==> config.mk <==
export PLATFORM = sky130hd
export DESIGN_NAME = cfis_merge
export DESIGN_NICKNAME = d
export VERILOG_FILES = /design/src/sv/cfis_pkg.sv /design/src/sv/cfis_merge.sv
export SDC_FILE = /design/constraint.sdc
export NUM_CORES = 1
export LEC_CHECK = 0
export CAP_MARGIN = 5
export CORE_MARGIN = 8
export CORE_UTILIZATION = 45
export CTS_CLUSTER_SIZE = 30
export DETAILED_ROUTE_END_ITERATION = 12
export DONT_BUFFER_PORTS = 1
export SLEW_MARGIN = 15
export SYNTH_ARGS = -nofsm -noshare
export SYNTH_HDL_FRONTEND = slang
export SYNTH_SLANG_ARGS = --single-unit
export TNS_END_PERCENT = 10
==> constraint.sdc <==
create_clock -name i_clk -period 4.47 [get_ports i_clk]
set_input_delay 0.6705 -clock i_clk [delete_from_list [all_inputs] [get_ports i_clk]]
set_output_delay 0.6705 -clock i_clk [all_outputs]
set_load 0.02 [all_outputs]
==> src/sv/cfis_pkg.sv <==
// ----------------------------------------------------------------------------
// cfis_pkg
// Shared constants, types and tables of the crossfading input selector.
// ----------------------------------------------------------------------------
`timescale 1ns / 1ps

package cfis_pkg;

    localparam int MAX_INPUTS  = 8;
    localparam int LANE_BITS   = 3;
    localparam int SAMPLE_BITS = 24;
    localparam int CNT_BITS    = 16;
    localparam int GAIN_BITS   = 16;
    localparam int PROD_BITS   = SAMPLE_BITS + GAIN_BITS + 1;
    localparam int SUM_BITS    = PROD_BITS + LANE_BITS + 1;

    localparam logic [GAIN_BITS-1:0] GAIN_ONE    = 16'd32768;
    localparam logic [14:0]          GAIN_EP_MAX = 15'd32735;

    localparam logic [30:0] SIN_A = 31'd1686629713;
    localparam logic [30:0] SIN_B = 31'd693598668;
    localparam logic [30:0] SIN_C = 31'd85569306;
    localparam logic [30:0] SIN_D = 31'd5026995;
    localparam logic [30:0] SIN_E = 31'd172271;

    localparam logic [1:0] REG_INPUT_COUNT = 2'd0;
    localparam logic [1:0] REG_FADE_TICKS  = 2'd1;
    localparam logic [1:0] REG_FADE_SHAPE  = 2'd2;

    typedef struct packed {
        logic                start;
        logic                enabled;
        logic                active;
        logic [CNT_BITS-1:0] ticks;
        logic                shape;
    } t_lane_ctl;

    typedef struct packed {
        logic                        done;
        logic signed [PROD_BITS-1:0] product;
    } t_lane_stat;

    // Coefficient subtracted at each Horner step of the sine polynomial.
    function automatic logic [30:0] poly_coef(input logic [2:0] step);
        logic [30:0] c;
        unique case (step)
            3'd1:    c = SIN_D;
            3'd2:    c = SIN_C;
            3'd3:    c = SIN_B;
            3'd4:    c = SIN_A;
            default: c = SIN_E;
        endcase
        return c;
    endfunction

endpackage

==> src/sv/cfis_merge.sv <==
// ----------------------------------------------------------------------------
// cfis_merge
// Sums the lane products one lane per cycle, then rounds and saturates.
// ----------------------------------------------------------------------------
`timescale 1ns / 1ps

module cfis_merge (
    input  logic                                    i_clk,
    input  logic                                    i_rst_n,
    input  logic                                    i_start,
    input  logic signed [cfis_pkg::PROD_BITS-1:0]   i_products [cfis_pkg::MAX_INPUTS],
    output logic                                    o_done,
    output logic signed [cfis_pkg::SAMPLE_BITS-1:0] o_mixed,
    output logic                                    o_clipped
);

    localparam int RES_BITS = cfis_pkg::SUM_BITS - 15;
    localparam logic signed [RES_BITS-1:0] HI =
        RES_BITS'((64'sd1 <<< (cfis_pkg::SAMPLE_BITS - 1)) - 64'sd1);
    localparam logic signed [RES_BITS-1:0] LO = -HI - RES_BITS'(1);

    logic signed [cfis_pkg::SUM_BITS-1:0] r_sum;
    logic [cfis_pkg::LANE_BITS-1:0]       r_idx;
    logic                                 r_busy, r_done;

    logic signed [cfis_pkg::SUM_BITS-1:0] w_rnd;
    logic signed [RES_BITS-1:0]           w_res;

    always_ff @(posedge i_clk) begin
        if (!i_rst_n) begin
            r_busy <= 1'b0;
            r_done <= 1'b0;
            r_idx  <= '0;
        end else if (i_start) begin
            r_busy <= 1'b1;
            r_done <= 1'b0;
            r_idx  <= '0;
        end else if (r_busy) begin
            r_idx <= r_idx + 1'b1;
            if (r_idx == cfis_pkg::LANE_BITS'(cfis_pkg::MAX_INPUTS - 1)) begin
                r_busy <= 1'b0;
                r_done <= 1'b1;
            end
        end
    end

    always_ff @(posedge i_clk) begin
        if (i_start) begin
            r_sum <= '0;
        end else if (r_busy) begin
            r_sum <= r_sum + cfis_pkg::SUM_BITS'(i_products[r_idx]);
        end
    end

    // Round half up, then shift down to sample scale.
    assign w_rnd = r_sum + cfis_pkg::SUM_BITS'(16384);
    assign w_res = RES_BITS'(w_rnd >>> 15);

    always_comb begin
        o_clipped = 1'b0;
        o_mixed   = cfis_pkg::SAMPLE_BITS'(w_res);
        if (w_res > HI) begin
            o_mixed   = cfis_pkg::SAMPLE_BITS'(HI);
            o_clipped = 1'b1;
        end else if (w_res < LO) begin
            o_mixed   = cfis_pkg::SAMPLE_BITS'(LO);
            o_clipped = 1'b1;
        end
    end

    assign o_done = r_done;

endmodule

==> flow_summary.ini <==
[pwr]
switching_power_w = 0.000983
leakagePower_nw = 2.98
p_int_w = 0.00135
clock_power_share_pct = 21.6
power.density_mw_per_mm2 = 291
seqPwrFrac_pct = 25.4
swShare_pct = 42.2
pwr-share-comb_pct = 53.0
power_w = 0.00233
ir_drop_mv = 0.214

[placement]
numPortBuffers = 0
pre_cts_ws_ns = 0.274
dp_hpwl_mm = 20.4
gp_congestion = 0.867

[sta]
min_period_over_period_pct = 93.0
finalHoldViolCount = 0
period_minus_slack_ns = 4.16
relSlewSlack_pct = 54.2
worst_pin_slew_ns = 0.686
setup_violations = 0
finClkSkew_ns = 0.00493
slew_viol_final = 0
finalSetupTns_ns = 0
rsz0062_at_grt = false
worst_slack_ns = 0.314
fmax_mhz = 241

[grt]
grt-ovfl-total = 0
grt_max_degree = 60
first_global_vias = 6652
grtUsageTotal_pct = 21.7
grt_first_pass_wirelength_mm = 37.3
antenna_found_initial = 0

[job]
drv_cap = 0

[routing]
drc = 0
num_vias = 6429
dr.pass1.iters = 5
viasPerCell = 6.42
drt_wl_total_mm = 24.1
ant_nets = 0
wl_per_cell_um = 24.1
first_iter_violations = 334

[logic_synthesis]
synth_cell_type_count = 62
synthArstFlopShare_pct = 0
synth_area_mm2 = 0.00748
synth_edf_count = 0
synth-compound-area-share_pct = 16.9
synth_top_family_by_area = multiplexers
ys_warn_count = 0
synth_top_area_share_pct = 24.7
ys.flop_type = dfxtp_1
synth-xor-area-share_pct = 7.01
yosys.area_share.simple_pct = 16.1
ys_seq_area_share_pct = 13.4
yosys-top-cells-area = mux4_2 25%, dfxtp_1 13%, ha_1 7.9%
avgSynthCellArea_um2 = 9.41
synth_adder_area_share_pct = 8.13
synth_top_area_cell = mux4_2
postSynthCellCount = 795
synthMuxAreaShare_pct = 35.1
syn_nets = 1174
ys_ff_latch = 50

[clock_tree]
cts-root-buf = clkbuf_16
h-tree-depth = 2
clkTransAtPathRegs_ns = 0.07
cts_hold_buf = 0
clock_path_buffers = 2
cts_buffers = 5
clock_sinks = 50
clk_latency_ns = 0.30
tritoncts = done

[finish]
layout.nets = 1160
n_fill_cell = 1546
fin_util_pct = 48.7
insertedDiodeCount = 0
syn2layout_area_growth_pct = 6.84
drive_above_1_share_pct = 24.9

[floorplanning]
die_area_mm2 = 0.0210
start_util_pct = 45.6
design.core.area_mm2 = 0.0164
io_pins = 357
die_y_um = 145
rows = 47
die_x_um = 145

[worst_hold_path]
hold_class = primary input to flop

[worst_setup_path]
worstSetupStartpointType = flop
endpoint_kind = flop
cp_max_fo = 11
cp.required_ns = 4.71
cp.arrival_ns = 4.40
critical_path_class = flop to flop

[run_status]
status = finished, final reports clean
-- cell families (layout without fill, tap and decap cells) --
logic type               Yosys count  in the layout
AO/OA/AOI/OAI                    195            195
multiplexers                     155            155
adder cells (fa/ha/maj)           48             48
AND/OR/NAND/NOR                  227            227
buffers and inverters             61             48
flip-flops                        50             50
XOR/XNOR                          59             59
-- cells in the mapped netlist, types with 4 or more instances --
cell,count
inv_1,14
nand3_1,18
o31ai_1,4
a211oi_1,12
nor3_1,20
nand2_1,46
a21o_1,22
mux2_2,40
and2_1,5
nor2_1,58
o22ai_1,5
or2_2,4
nor3b_1,7
xnor2_1,34
clkbuf_1,30
and4_1,5
xor2_1,24
mux2i_1,33
buf_1,11
buf_2,4
a21oi_1,49
and3_1,12
o21ai_2,20
nand2b_1,17
nand4_1,8
ha_1,47
o21ai_0,43
mux4_2,82
a31oi_1,8
o211ai_1,5
dfxtp_1,50
o21a_1,5
-- state kept, by name, summed over array words and instances (netlist names) --
| name | count |
|---|---|
| r_busy | 1 |
| r_idx | 3 |
| r_sum | 45 |
| o_done | 1 |
-- layer usage --
layer  vias to the layer above  track usage [%]  part of all wire, %
met2                       222             38.4                   51
met3                        30             5.57                  6.4
met1                      3109             25.7                   41
li1                       3068                -                    -
met4                         0             5.37                  1.6
met5                         -                0                    0
-- cell usage in the layout, fill, tap and decap left out, drive strengths merged, types with 12 or more instances in the layout --
master,netlist,routed
nand2,46,46
nand3,19,19
nor2,58,58
mux4,82,82
and3,14,14
nand2b,17,17
o21ai,65,65
xor2,24,24
dfxtp,50,50
xnor2,35,35
mux2i,33,33
a21o,22,22
buf,17,26
a211oi,12,12
nor3,21,21
mux2,40,40
a21oi,49,49
inv,14,14
ha,47,47
-- what timing repair did --
action,CTS,global route
resized for setup,0,2
setup buffers,0,0
setup endpoints to repair,0,2
-- power groups by stage --
stage                     clock (W)  sequential, W  combinational, W
after floorplan                   0       0.000567           0.00103
after global placement            0       0.000598           0.00122
after detailed placement          0       0.000601           0.00123
after CTS                  0.000522       0.000591           0.00124
after global routing       0.000534       0.000602           0.00136
final                      0.000503       0.000592           0.00124
-- path summary, 6_finish.rpt --
check           start         to  slack (ns)  cells after the start
max reg2reg  r_idx[0]  r_sum[37]        0.31                     13
min           i_start  r_sum[40]        0.45                      1
min reg2reg  r_sum[7]   r_sum[7]        0.50                      2
max          r_idx[0]  r_sum[37]        0.31                     13
-- worst max-delay path, stage by stage, from the launching register on --
cell	delay [ns]
dfxtp_4	0.46
buf_4	0.24
mux4_2	0.51
mux2_2	0.29
ha_1	0.39
and3_1	0.23
and2_1	0.20
o2111ai_1	0.24
a211oi_1	0.42
o21ai_0	0.20
a21oi_1	0.29
nor3_1	0.12
or4_1	0.42
nand3_1	0.09
-- layout make-up --
| cell class | count | area, um2 | area share, % |
|---|---|---|---|
| Sequential cell | 50 | 1010 | 12.6 |
| Clock buffer | 5 | 125 | 1.57 |
| Timing Repair Buffer | 26 | 233 | 2.91 |
| Clock inverter | 3 | 63.8 | 0.798 |
| Tap cell | 220 | 275 | 3.44 |
| Inverter | 14 | 52.6 | 0.657 |
| Multi-Input combinational cell | 684 | 6230 | 78.0 |
-- per-stage QoR --
stage          instances  hold slack [ns]  instance area (um2)
3_3_place_gp         994            0.473                 7800
5_1_grt             1002            0.424                 7990
3_5_place_dp         994            0.492                 7800
4_1_cts             1002            0.434                 7990
2_1_floorplan        795            0.467                 7480
6_report            1002            0.447                 7990
Note: power is estimated with default switching activity, not from simulation.
