### src/sv/cfis_pkg.sv
// ----------------------------------------------------------------------------
// cfis_pkg
// Shared constants, types and tables of the crossfading input selector.
// ----------------------------------------------------------------------------
`timescale 1ns / 1ps

package cfis_pkg;

    localparam int MAX_INPUTS  = 8;
    localparam int LANE_BITS   = 3;
    localparam int SAMPLE_BITS = 24;
    localparam int CNT_BITS    = 16;
    localparam int GAIN_BITS   = 16;
    localparam int PROD_BITS   = SAMPLE_BITS + GAIN_BITS + 1;
    localparam int SUM_BITS    = PROD_BITS + LANE_BITS + 1;

    localparam logic [GAIN_BITS-1:0] GAIN_ONE    = 16'd32768;
    localparam logic [14:0]          GAIN_EP_MAX = 15'd32735;

    localparam logic [30:0] SIN_A = 31'd1686629713;
    localparam logic [30:0] SIN_B = 31'd693598668;
    localparam logic [30:0] SIN_C = 31'd85569306;
    localparam logic [30:0] SIN_D = 31'd5026995;
    localparam logic [30:0] SIN_E = 31'd172271;

    localparam logic [1:0] REG_INPUT_COUNT = 2'd0;
    localparam logic [1:0] REG_FADE_TICKS  = 2'd1;
    localparam logic [1:0] REG_FADE_SHAPE  = 2'd2;

    typedef struct packed {
        logic                start;
        logic                enabled;
        logic                active;
        logic [CNT_BITS-1:0] ticks;
        logic                shape;
    } t_lane_ctl;

    typedef struct packed {
        logic                        done;
        logic signed [PROD_BITS-1:0] product;
    } t_lane_stat;

    // Coefficient subtracted at each Horner step of the sine polynomial.
    function automatic logic [30:0] poly_coef(input logic [2:0] step);
        logic [30:0] c;
        unique case (step)
            3'd1:    c = SIN_D;
            3'd2:    c = SIN_C;
            3'd3:    c = SIN_B;
            3'd4:    c = SIN_A;
            default: c = SIN_E;
        endcase
        return c;
    endfunction

endpackage

### src/sv/cfis_lane.sv
// ----------------------------------------------------------------------------
// cfis_lane
// One input lane: fade counter, gain by long division, optional sine shaping
// and the weighted sample product.
// ----------------------------------------------------------------------------
`timescale 1ns / 1ps

module cfis_lane (
    input  logic                                  i_clk,
    input  logic                                  i_rst_n,
    input  cfis_pkg::t_lane_ctl                   i_ctl,
    input  logic signed [cfis_pkg::SAMPLE_BITS-1:0] i_sample,
    output cfis_pkg::t_lane_stat                  o_stat
);

    typedef enum logic [3:0] {
        L_IDLE = 4'b0001,
        L_DIV  = 4'b0010,
        L_POLY = 4'b0100,
        L_MUL  = 4'b1000
    } t_lstate;

    t_lstate r_state, n_state;
    logic                                r_done, n_done;
    logic [cfis_pkg::CNT_BITS-1:0]       r_count, n_count;
    logic [cfis_pkg::GAIN_BITS-1:0]      r_gain, n_gain;
    logic [cfis_pkg::GAIN_BITS-1:0]      r_mix_gain, n_mix_gain;
    logic [cfis_pkg::CNT_BITS:0]         r_rem, n_rem;
    logic [14:0]                         r_quo, n_quo;
    logic [3:0]                          r_step, n_step;
    logic [29:0]                         r_x2, n_x2;
    logic [30:0]                         r_t, n_t;
    logic signed [cfis_pkg::PROD_BITS-1:0] r_prod, n_prod;

    logic [cfis_pkg::CNT_BITS-1:0] w_ticks;
    logic [cfis_pkg::CNT_BITS:0]   w_rem2;
    logic [14:0]                   w_gc;
    logic [29:0]                   w_ma;
    logic [30:0]                   w_mb;
    logic [60:0]                   w_mprod;
    logic [31:0]                   w_round;
    logic                          post_go;
    logic [cfis_pkg::GAIN_BITS-1:0] post_g;
    logic signed [cfis_pkg::PROD_BITS-1:0] w_sprod;

    assign w_ticks = (i_ctl.ticks == '0) ? 16'd1 : i_ctl.ticks;
    assign w_rem2  = {r_rem[cfis_pkg::CNT_BITS-1:0], 1'b0};
    assign w_gc    = (r_gain > {1'b0, cfis_pkg::GAIN_EP_MAX}) ? cfis_pkg::GAIN_EP_MAX
                                                           : r_gain[14:0];
    assign w_ma    = (r_step == 4'd0 || r_step == 4'd5) ? {15'd0, w_gc} : r_x2;
    assign w_mb    = (r_step == 4'd0) ? {16'd0, w_gc} : r_t;
    assign w_mprod = 61'(w_ma) * 61'(w_mb);
    assign w_round = 32'(w_mprod[45:15]) + 32'd16384;
    assign w_sprod = cfis_pkg::PROD_BITS'(i_sample) * $signed({1'b0, r_mix_gain});

    always_comb begin
        n_state    = r_state;
        n_done     = r_done;
        n_count    = r_count;
        n_gain     = r_gain;
        n_mix_gain = r_mix_gain;
        n_rem      = r_rem;
        n_quo      = r_quo;
        n_step     = r_step;
        n_x2       = r_x2;
        n_t        = r_t;
        n_prod     = r_prod;
        post_go    = 1'b0;
        post_g     = r_gain;
        unique case (r_state)
            L_IDLE: begin
                if (i_ctl.start) begin
                    n_done  = 1'b0;
                    post_go = 1'b1;
                    if (i_ctl.enabled) begin
                        if (r_count == '0) post_g = '0;
                        if (i_ctl.active && r_count < w_ticks) begin
                            n_count = r_count + 16'd1;
                            if (r_count != '0) begin
                                post_go = 1'b0;
                                n_rem   = {1'b0, r_count};
                                n_quo   = '0;
                                n_step  = '0;
                                n_state = L_DIV;
                            end
                        end else if (!i_ctl.active && r_count != '0) begin
                            n_count = r_count - 16'd1;
                            if (r_count >= w_ticks) begin
                                post_g = cfis_pkg::GAIN_ONE;
                            end else begin
                                post_go = 1'b0;
                                n_rem   = {1'b0, r_count};
                                n_quo   = '0;
                                n_step  = '0;
                                n_state = L_DIV;
                            end
                        end
                    end
                end
            end
            L_DIV: begin
                // One quotient bit per cycle; the count being divided is below ticks here.
                if (w_rem2 >= {1'b0, w_ticks}) begin
                    n_rem = w_rem2 - {1'b0, w_ticks};
                    n_quo = {r_quo[13:0], 1'b1};
                end else begin
                    n_rem = w_rem2;
                    n_quo = {r_quo[13:0], 1'b0};
                end
                n_step = r_step + 4'd1;
                if (r_step == 4'd14) begin
                    post_go = 1'b1;
                    post_g  = {1'b0, n_quo};
                end
            end
            L_POLY: begin
                n_step = r_step + 4'd1;
                if (r_step == 4'd0) begin
                    n_x2 = w_mprod[29:0];
                    n_t  = cfis_pkg::SIN_E;
                end else if (r_step != 4'd5) begin
                    n_t = cfis_pkg::poly_coef(r_step[2:0]) - w_mprod[60:30];
                end else begin
                    n_mix_gain = (w_round[31:15] > {1'b0, cfis_pkg::GAIN_ONE})
                                 ? cfis_pkg::GAIN_ONE : w_round[30:15];
                    n_state    = L_MUL;
                end
            end
            L_MUL: begin
                n_prod  = (i_ctl.enabled && r_mix_gain != '0) ? w_sprod : '0;
                n_done  = 1'b1;
                n_state = L_IDLE;
            end
            default: n_state = L_IDLE;
        endcase
        if (post_go) begin
            n_gain = post_g;
            if (i_ctl.shape && post_g != '0) begin
                n_step  = '0;
                n_state = L_POLY;
            end else begin
                n_mix_gain = post_g;
                n_state    = L_MUL;
            end
        end
    end

    always_ff @(posedge i_clk) begin
        if (!i_rst_n) begin
            r_state <= L_IDLE;
            r_done  <= 1'b0;
            r_count <= '0;
            r_gain  <= '0;
        end else begin
            r_state <= n_state;
            r_done  <= n_done;
            r_count <= n_count;
            r_gain  <= n_gain;
        end
    end

    always_ff @(posedge i_clk) begin
        r_mix_gain <= n_mix_gain;
        r_rem      <= n_rem;
        r_quo      <= n_quo;
        r_step     <= n_step;
        r_x2       <= n_x2;
        r_t        <= n_t;
        r_prod     <= n_prod;
    end

    assign o_stat.done    = r_done;
    assign o_stat.product = r_prod;

endmodule

### config.mk
export PLATFORM = sky130hd
export DESIGN_NAME = cfis_lane
export DESIGN_NICKNAME = d
export VERILOG_FILES = /design/src/sv/cfis_pkg.sv /design/src/sv/cfis_lane.sv
export SDC_FILE = /design/constraint.sdc
export NUM_CORES = 2
export LEC_CHECK = 0
export BUFFER_PORTS_ARGS = -buffer_cell sky130_fd_sc_hd__buf_2
export CAP_MARGIN = 20
export CORE_MARGIN = 10
export CORE_UTILIZATION = 58
export CTS_CLUSTER_DIAMETER = 80
export DETAILED_ROUTE_END_ITERATION = 8
export PLACE_DENSITY = 0.74
export SYNTH_ARGS = -nofsm -noshare
export SYNTH_HDL_FRONTEND = slang
export SYNTH_SLANG_ARGS = --single-unit
### constraint.sdc
create_clock -name i_clk -period 32.6 [get_ports i_clk]
set_input_delay 3.26 -clock i_clk [delete_from_list [all_inputs] [get_ports i_clk]]
set_output_delay 3.26 -clock i_clk [all_outputs]
set_load 0.005 [all_outputs]
==> results.cfg <==
[drt]
wirelength_um = 167000
avgViaCountPerCell = 5.85
routedWlPerCell_um = 22.5
firstDrtPassIters = 7
initialDrtViolationCount = 4132
drc_errors = 0
drt.antenna.violating_nets = 0
dr_total_vias = 43400

[floorplan]
initial_core_util_pct = 58.7
fp.dieH_um = 328
coreArea_um2 = 93700
die_w_um = 328
die-area_um2 = 108000
std_cell_rows = 112
io_pins = 88

[global_routing]
grt_use_total_pct = 31.7
grt_pass1_wl_um = 263000
antenna_found_initial = 7
grt-ovfl-total = 0
grt_pass1_vias = 45500
grt_max_degree = 76

[cells_and_area]
fillerInstances = 8131
fin_nets = 7820
area_growth_pct = 4.40
drive_above_1_share_pct = 4.52

[clock_tree]
cts_root_buffer = clkbuf_16
clockBufferDepth = 2
h-tree-depth = 4
cts_made_buffers = 17
cts_setup_buffers = 0
worstSkewPairLatency_ns = 0.52
numClockSinks = 189
tritoncts = yes
ctsResizeCount = 0
cts_hold_buf = 0
cts.clk_slew.worst_paths_ns = 0.09

[sta]
worst-slew-pin-transition_ns = 1.24
maxSlewViolCount = 0
fin_crit_sh_pct = 39.5
fin_skew_ns = 0.0279
hold_slack_ns = 0.531
period_needed_ns = 12.89
rsz0062_at_grt = false
timing.fmax_mhz = 77.6
hold_violations = 0
slew_headroom_pct = 17.5
setup_viol = 0
setup_tns_ns = 0

[critical_path]
cp_data_required_time_ns = 32.87
path_buf_inv = 8
cp-startpoint = r_step[0]
slowest_delay_ns = 0.59
regToRegStartpoint = r_step[0]
cp-end-kind = flip-flop
critical-path-slowest-cell = buf_4
crit_type = reg2reg
reg2reg_depth = 42
cp_max_fo = 75
timing.rr.end = r_t[30]
critPathTopFamily = adder cells
regToRegSetupSlack_ns = 19.71
critPathArrivalTime_ns = 13.15
crit_path_start_kind = flip-flop
path_common_cell = fa_1

[yosys]
synth_commonest_cells = 1298 x inv_1, 1188 x fa_1, 902 x nand2_1, 564 x nor2_1, 428 x ha_1
synth.avg_cell_area_um2 = 8.81
yosysTopAreaCell = fa_1
syn-instance-count = 6239
ys_ff_latch = 189
yosysMostFrequentCell = inv_1
synth.net_count = 7901
synth.area.top_cells = fa_1 43%, ha_1 9.7%, inv_1 8.9%
netlist_area_um2 = 55000
ys.flop_type = edfxtp_1
yosysTopAreaCellShare_pct = 43.3
ys_types = 88
async_reset_ff_share_pct = 0
yosysWarnings = 0
synth-edff-count = 132
yosysSeqAreaShare_pct = 9.28

[hold_path]
holdPathEnd = r_done
hp-class = reg2reg
min_from = r_done
whs_path_depth = 2

[flow_run]
maxCapViolCount = 0

[place]
port_buffers = 87
gp_congestion = 1.04
hpwl_um = 133000

[run_status]
outcome = finished clean
[flip-flops by register name (all words and copies together) (netlist names)]
name and flops:
r_prod 41, r_t 31, r_x2 30, r_count 16, r_gain 16, r_mix_gain 16
r_rem 16, r_quo 14, r_state 4, r_step 4, r_done 1
[through the flow]
step	util (%)	instances	cell area [um^2]	worst slack [ns]
after floorplan	-	6239	55000	21.35
after global placement	60.5	7387	56700	20.11
after detailed placement	60.5	7387	56700	19.87
after CTS	61.1	7419	57300	19.88
after global routing	61.2	7427	57400	19.08
final	61.2	7429	57400	19.71
[tightest hold or removal path: stages (launching register included)]
cell	delay, ns
dfxtp_1	0.33
a21oi_1	0.12
nor2b_1	0.05
[layout make-up]
cell class                 count  area (um^2)  area share [%]
antenna                        4         10.0          0.0174
clock buffer                  20          447           0.778
clock inverter                12          148           0.257
inverter                    1298         4870            8.49
multi-input combinational   4457        43900            76.5
sequential                   189         5100            8.89
tap                         1254         1570            2.73
timing repair buffer         195         1320            2.30
[metal layers]
| metal | global-route usage, % | wire, um |
|---|---|---|
| met5 | 0.362 | 85 |
| met2 | 48.8 | 74200 |
| met3 | 8.50 | 19100 |
| met4 | 9.69 | 5450 |
| met1 | 43.7 | 68600 |
[cell usage in the layout, fill, tap and decap left out, types with 53 or more instances in the layout]
| master | instances |
|---|---|
| a21o_1 | 82 |
| a21oi_1 | 163 |
| and2_1 | 216 |
| and3_1 | 78 |
| buf_2 | 87 |
| buf_4 | 102 |
| dfxtp_1 | 57 |
| edfxtp_1 | 132 |
| fa_1 | 1188 |
| ha_1 | 428 |
| inv_1 | 1298 |
| nand2_1 | 902 |
| nor2_1 | 561 |
| o21ai_0 | 119 |
| xnor2_1 | 87 |
| xor2_1 | 53 |
[how the worst max path moves through the flow]
| stage | endpoint | slack (ns) | cells after the start |
|---|---|---|---|
| 2_1_floorplan | r_t[30] | 21.35 | 44 |
| 3_3_place_gp | r_t[18] | 20.11 | 42 |
| 3_5_place_dp | r_t[30] | 19.87 | 43 |
| 4_1_cts | r_t[30] | 19.88 | 42 |
| 5_1_grt | r_t[18] | 19.08 | 42 |
| 6_report | r_t[30] | 19.71 | 42 |
[cells by family (layout without fill, tap and decap cells)]
group           Yosys count  count (layout)  synth area share (%)
compound gates          625             625                  7.47
xor+xnor                142             142                  2.29
fa+ha+maj              1616            1616                  53.0
buf+inv                1593            1525                  10.9
simple gates           2052            2052                  16.6
flops                   189             189                  9.28
other cells               0               4                     0
mux                      22              22                 0.410
Power is left out: the tool's default activity adds up to more than one toggle a clock period on the data nets, which glitch-free logic cannot reach.
